**src/sv/spq_pkg.sv**
```systemverilog
// spq_pkg: shared constants, operation and status codes, and the cell control struct
// for the sorted priority queue. No dependencies; used by spq_cell and sorted_priority_queue.

package spq_pkg;

   // storage geometry
   localparam int DEPTH     = 128;
   localparam int PRIO_BITS = 8;
   localparam int ITEM_W    = 32;
   localparam int COUNT_W   = $clog2(DEPTH + 1);

   // match reduction: groups of cells are or-ed first, then the group results
   localparam int GRP_SIZE  = 16;
   localparam int NGRP      = (DEPTH + GRP_SIZE - 1) / GRP_SIZE;

   // operation codes carried on req_tuser
   localparam logic [1:0] MODE_INSERT = 2'd0;
   localparam logic [1:0] MODE_REMOVE = 2'd1;
   localparam logic [1:0] MODE_SEARCH = 2'd2;

   // status codes carried on rsp_tuser
   localparam logic [1:0] STAT_DONE  = 2'd0;
   localparam logic [1:0] STAT_FULL  = 2'd1;
   localparam logic [1:0] STAT_EMPTY = 2'd2;

   // broadcast from the controller to every cell
   typedef struct packed {
      logic                 ins;
      logic                 rem;
      logic                 srch;
      logic [ITEM_W-1:0]    item;
      logic [PRIO_BITS-1:0] prio;
   } cell_ctl_type;

endpackage

```
**src/sv/spq_cell.sv**
```systemverilog
// spq_cell: one position of the sorted chain; holds one entry, shifts toward its
// neighbors on insert and remove, and records a key match. Depends on spq_pkg.

module spq_cell (
   input  logic                          clock,
   input  spq_pkg::cell_ctl_type         ctl,
   input  logic                          occ,
   input  logic                          prev_lt,
   input  logic [spq_pkg::ITEM_W-1:0]    prev_item,
   input  logic [spq_pkg::PRIO_BITS-1:0] prev_prio,
   input  logic [spq_pkg::ITEM_W-1:0]    next_item,
   input  logic [spq_pkg::PRIO_BITS-1:0] next_prio,
   output logic [spq_pkg::ITEM_W-1:0]    item_out,
   output logic [spq_pkg::PRIO_BITS-1:0] prio_out,
   output logic                          lt_out,
   output logic                          match_out
);

   logic [spq_pkg::ITEM_W-1:0]    item_ff, item_in;
   logic [spq_pkg::PRIO_BITS-1:0] prio_ff, prio_in;
   logic                          match_ff, match_in;

   // entry stays in place on insert when it sorts strictly ahead of the new one
   assign lt_out = occ && (prio_ff < ctl.prio);

   // next entry: keep, take the new entry, take from the left, or take from the right
   always_comb begin
      item_in = item_ff;
      prio_in = prio_ff;
      if (ctl.ins && !lt_out) begin
         if (prev_lt) begin
            item_in = ctl.item;
            prio_in = ctl.prio;
         end else begin
            item_in = prev_item;
            prio_in = prev_prio;
         end
      end else if (ctl.rem) begin
         item_in = next_item;
         prio_in = next_prio;
      end
   end

   // key compare, captured when a search is accepted
   assign match_in = ctl.srch ? (occ && (item_ff == ctl.item)) : match_ff;

   always_ff @(posedge clock) begin
      item_ff  <= item_in;
      prio_ff  <= prio_in;
      match_ff <= match_in;
   end

   assign item_out  = item_ff;
   assign prio_out  = prio_ff;
   assign match_out = match_ff;

endmodule
```
**config.mk**
```make
export PLATFORM = sky130hd
export DESIGN_NAME = spq_cell
export DESIGN_NICKNAME = d
export VERILOG_FILES = /design/src/sv/spq_pkg.sv /design/src/sv/spq_cell.sv
export SDC_FILE = /design/constraint.sdc
export NUM_CORES = 1
export LEC_CHECK = 0
export ABC_CLOCK_PERIOD_IN_PS = 6500
export BUFFER_PORTS_ARGS = -buffer_cell sky130_fd_sc_hd__buf_2
export CAP_MARGIN = 30
export CORE_AREA = 2 2 82 99
export CTS_CLUSTER_SIZE = 12
export DETAILED_ROUTE_END_ITERATION = 8
export DIE_AREA = 0 0 84 101
export MAX_ROUTING_LAYER = met4
export PLACE_DENSITY = 0.69
export SKIP_CTS_REPAIR_TIMING = 1
export SLEW_MARGIN = 0
export SYNTH_ARGS = -nofsm -noshare
export SYNTH_HDL_FRONTEND = slang
export SYNTH_SLANG_ARGS = --single-unit
```
**constraint.sdc**
```tcl
create_clock -name clock -period 6.5 [get_ports clock]
set_input_delay 0.65 -clock clock [delete_from_list [all_inputs] [get_ports clock]]
set_output_delay 0.65 -clock clock [all_outputs]
set_load 0.01 [all_outputs]
```
* Yosys cells after proc, flatten, opt, wreduce, memory -nomap -nowiden
Index checks and enable logic that the tools add are counted.
** Operators by class
- Order comparisons :: 1
- Eq/ne operators :: 1
- Multiplexer cells :: 6
- Reductions and logical operators :: 5
** Operator list (count)
- $mux 32 :: 3
- $eq 32x32->1 :: 1
- $mux 8 :: 3
- $lt 8x8->1 :: 1
- $logic_and 1x1->1 :: 3
- $reduce_bool 2->1 :: 1
- $logic_not 1->1 :: 1
** Storage, ports and cells
- Bits in registers :: 41
- Output and inout bits :: 42
- Word-level logic and storage cells :: 16

* Logic depth before layout (Yosys ltp)
- Depth in word-level cells :: 5
- Mapped depth :: 8

* Worst setup path after synthesis
Ideal clock, no wire load.
- Kind :: input port to flip-flop
- From :: input port ctl[1] (netlist name)
- To :: register item_ff, in the netlist item_out[0] (enable)
- Library setup time :: 0.537 ns
- Arrival time :: 2.764 ns
- Required time :: 5.963 ns
- Path slack :: 3.199 ns
- Cell stages on the path :: 7
- Buffers on the path :: 1
- Cells stage by stage :: inv_1 -> ha_1 -> a2111oi_4 -> nor3_2 -> o41ai_4 -> buf_6 -> nand2b_1
** Between the ends
- Longest elaborated chain between the ends :: 5
** RTL lines
- from (decl) :: RTL line spq_cell.sv:6 : input spq_pkg::cell_ctl_type ctl,
- $lt 8x8->1 :: RTL line spq_cell.sv:24 : assign lt_out = occ && (prio_ff < ctl.prio);
- $logic_and 1x1->1 :: RTL line spq_cell.sv:24
- $logic_not 1->1 :: RTL line spq_cell.sv:30 : if (ctl.ins && !lt_out) begin
- $logic_and 1x1->1 :: RTL line spq_cell.sv:30
- $reduce_bool 2->1 (no line)
- to (signal assigned) :: RTL line spq_cell.sv:48 : item_ff <= item_in;
- to (decl) :: RTL line spq_cell.sv:19 : logic [spq_pkg::ITEM_W-1:0] item_ff, item_in;
Every way passes these cells.
A chain may end at the register's enable or synchronous reset.

* Worst setup path in the final report
- From :: input port ctl[1] (netlist name)
- To :: register item_ff, in the netlist item_out[30] (enable)
The elaborated chain is that of the path after synthesis.

==> results.cfg <==
[pwr]
pwr_density_cell_nw_per_um2 = 193
leakagePower_nw = 1.84
ir_drop_v = 0.0000990

[drt]
wl_mm = 6.84
first_pass_iters = 5
drt_iter0_drc = 69
wl_met2_mm = 3.55
ant_nets = 0
vias = 2217
wl_met1_mm = 2.74
drc = 0
vias_per_cell = 4.82
wl_per_cell_um = 14.9
wl_met3_um = 415
dr.max_layer_used = met4

[cts]
htree_levels = 2
root_buffer = clkbuf_8
clk_latency_ns = 0.29
cts_made_buffers = 5
clkTransAtPathRegs_ns = 0.07
tritoncts = done
cts.sinks = 41
max-clock-path-buffers = 2

[yosys]
synth.distinct_cells = 21
synthFlopType = edfxtp_1
async_flop_share = 0
ys_ff_latch = 41
ys_seq_area_frac = 0.420
synth-edff-count = 41
syn_area_um2 = 2930
synth_common_cells = 41 x edfxtp_1, 41 x mux2_2, 39 x mux2_4
synth.net_count = 332
synth_top_area_frac = 0.420
synth-warning-count = 0
synth_top_cell_by_area = edfxtp_1
postSynthCellCount = 199
synth_area_leaders = edfxtp_1 42%, mux2_4 20%, mux2_2 16%, xnor2_1 8.4%, ha_1 3.0%
avgSynthCellArea_um2 = 14.7

[min_path]
hp-start = ctl[40]
holdCritPathClass = input port to register

[timing]
finalHoldViolations = 0
rsz0062_at_grt = false
clock.fmax_ghz = 0.311
final_max_slew_viol_count = 0
slew_headroom = 0.356
max_slew.worst_pin.slew_ns = 0.966
fin_tns_setup_ns = 0
worst_slack_ns = 3.29
setup_violations = 0
fin_crit_ns = 3.21
finClkSkew_ns = 0.00647
finalCritPeriodShare = 0.495

[floorplan]
die-area_um2 = 8480
coreArea_um2 = 7580
rows = 35
ios = 168
die_y_um = 101
dieWidth_um = 84
start_util = 0.387

[critical_path]
cp_top_family = buffers and inverters
endpoint_kind = register
reg2reg_from = prio_out[1]$_DFFE_PP_
cp_cell_sequence = buf_2 -> inv_1 -> ha_1 -> a2111oi_4 -> nor3_2 -> o41ai_4 -> buf_4 -> nand2b_2 -> buf_16
path_class = input port to register
critPathSlowestCell = buf_4
r2r_setup_slack_ns = 3.37
arrival_ns = 3.25
crit_fanout = 41
crit_start = ctl[1]
crit_buf_inv = 4
start_kind = input port
cpPeakStageDelay_ns = 0.64
required_ns = 6.54

[finish]
layout-area-overhead-vs-synth_pct = 34.4
layout.nets = 500
antenna_cells = 0
fin_util = 0.520
drive_above_1_share = 0.704

[placed_design]
dpl.hpwl_mm = 5.42
gp_congestion = 0.833
io_buffers = 167
dp_slack_ns = 2.68

[grt]
grt_pass1_vias = 2256
grt_max_degree = 42
grt_usage = 0.166
grt_overflow = 0
antenna_found_initial = 0
grt_pass1_wl_mm = 10.8

[status]
status = completed

[run]
cap_violations = 0
-- cells by family (layout without fill, tap and decap cells) --
kind of cell,Yosys count,in the layout,synth area share
simple gates,18,18,0.0406
mux,80,80,0.357
xor+xnor,32,32,0.0956
buf+inv,16,185,0.0307
fa+ha+maj,7,7,0.0299
compound gates,5,5,0.0256
flops,41,41,0.420
-- cell type report --
class	instances	area (um2)
Clock buffer	8	80.1
Fill cell	700	3640
Inverter	8	30.0
Multi-Input combinational cell	142	1610
Sequential cell	41	1230
Tap cell	92	115
Timing Repair Buffer	169	871
-- per-stage QoR --
stage / hold WS, ns / total power [W] / std cells / area (um2)
6_report: 0.570 / 0.000760 / 460 / 3940
2_1_floorplan: 0.725 / 0.000516 / 199 / 2930
3_5_place_dp: 0.711 / 0.000609 / 451 / 3830
4_1_cts: 0.561 / 0.000770 / 459 / 3910
5_1_grt: 0.552 / 0.000803 / 460 / 3940
3_3_place_gp: 0.710 / 0.000603 / 451 / 3830
-- layout by cell type, fill, tap and decap left out, types with 2 or more instances in the layout --
master    Yosys  routed
mux2_4       39      39
ha_1          7       7
nor4_1        4       4
edfxtp_1     41      41
xor2_1        4       4
inv_1         8       8
xnor2_1      28      28
nand3_1       2       2
clkbuf_1      4       3
clkbuf_8      0       5
buf_2         0     167
nand4_1       8       8
mux2_2       41      41
-- registers in the layout, summed over array words and instances (netlist names) --
signal / cells
prio_out: 8
match_out: 1
item_out: 32
-- per-layer routing --
layer	vias up	global-route usage
met4	0	0.0546
met2	95	0.284
met3	11	0.0319
li1	1085	-
met1	1026	0.198
met5	-	-
-- power breakdown --
part | switching, W | leakage (nW) | internal [W]
Clock | 0.0000817 | 0.0395 | 0.0000763
Sequential | 0.0000194 | 0.414 | 0.000333
Combinational | 0.000106 | 1.38 | 0.000145
Total | 0.000207 | 1.84 | 0.000553
-- worst reg2reg max path, stage by stage (launching register included) --
cell and delay, ns:
edfxtp_1 0.40, ha_1 0.33, a2111oi_4 0.34, nor3_2 0.13, o41ai_4 0.29, buf_4 0.64, nand2b_2 0.45, buf_16 0.30
-- path summary, 6_finish.rpt --
kind,to,depth (start not counted)
min reg2reg,match_out$_DFFE_PP_,3
max,item_out[30]$_DFFE_PP_,9
max reg2reg,item_out[30]$_DFFE_PP_,7
min,match_out$_DFFE_PP_,1
(Power assumes the default switching activity.)
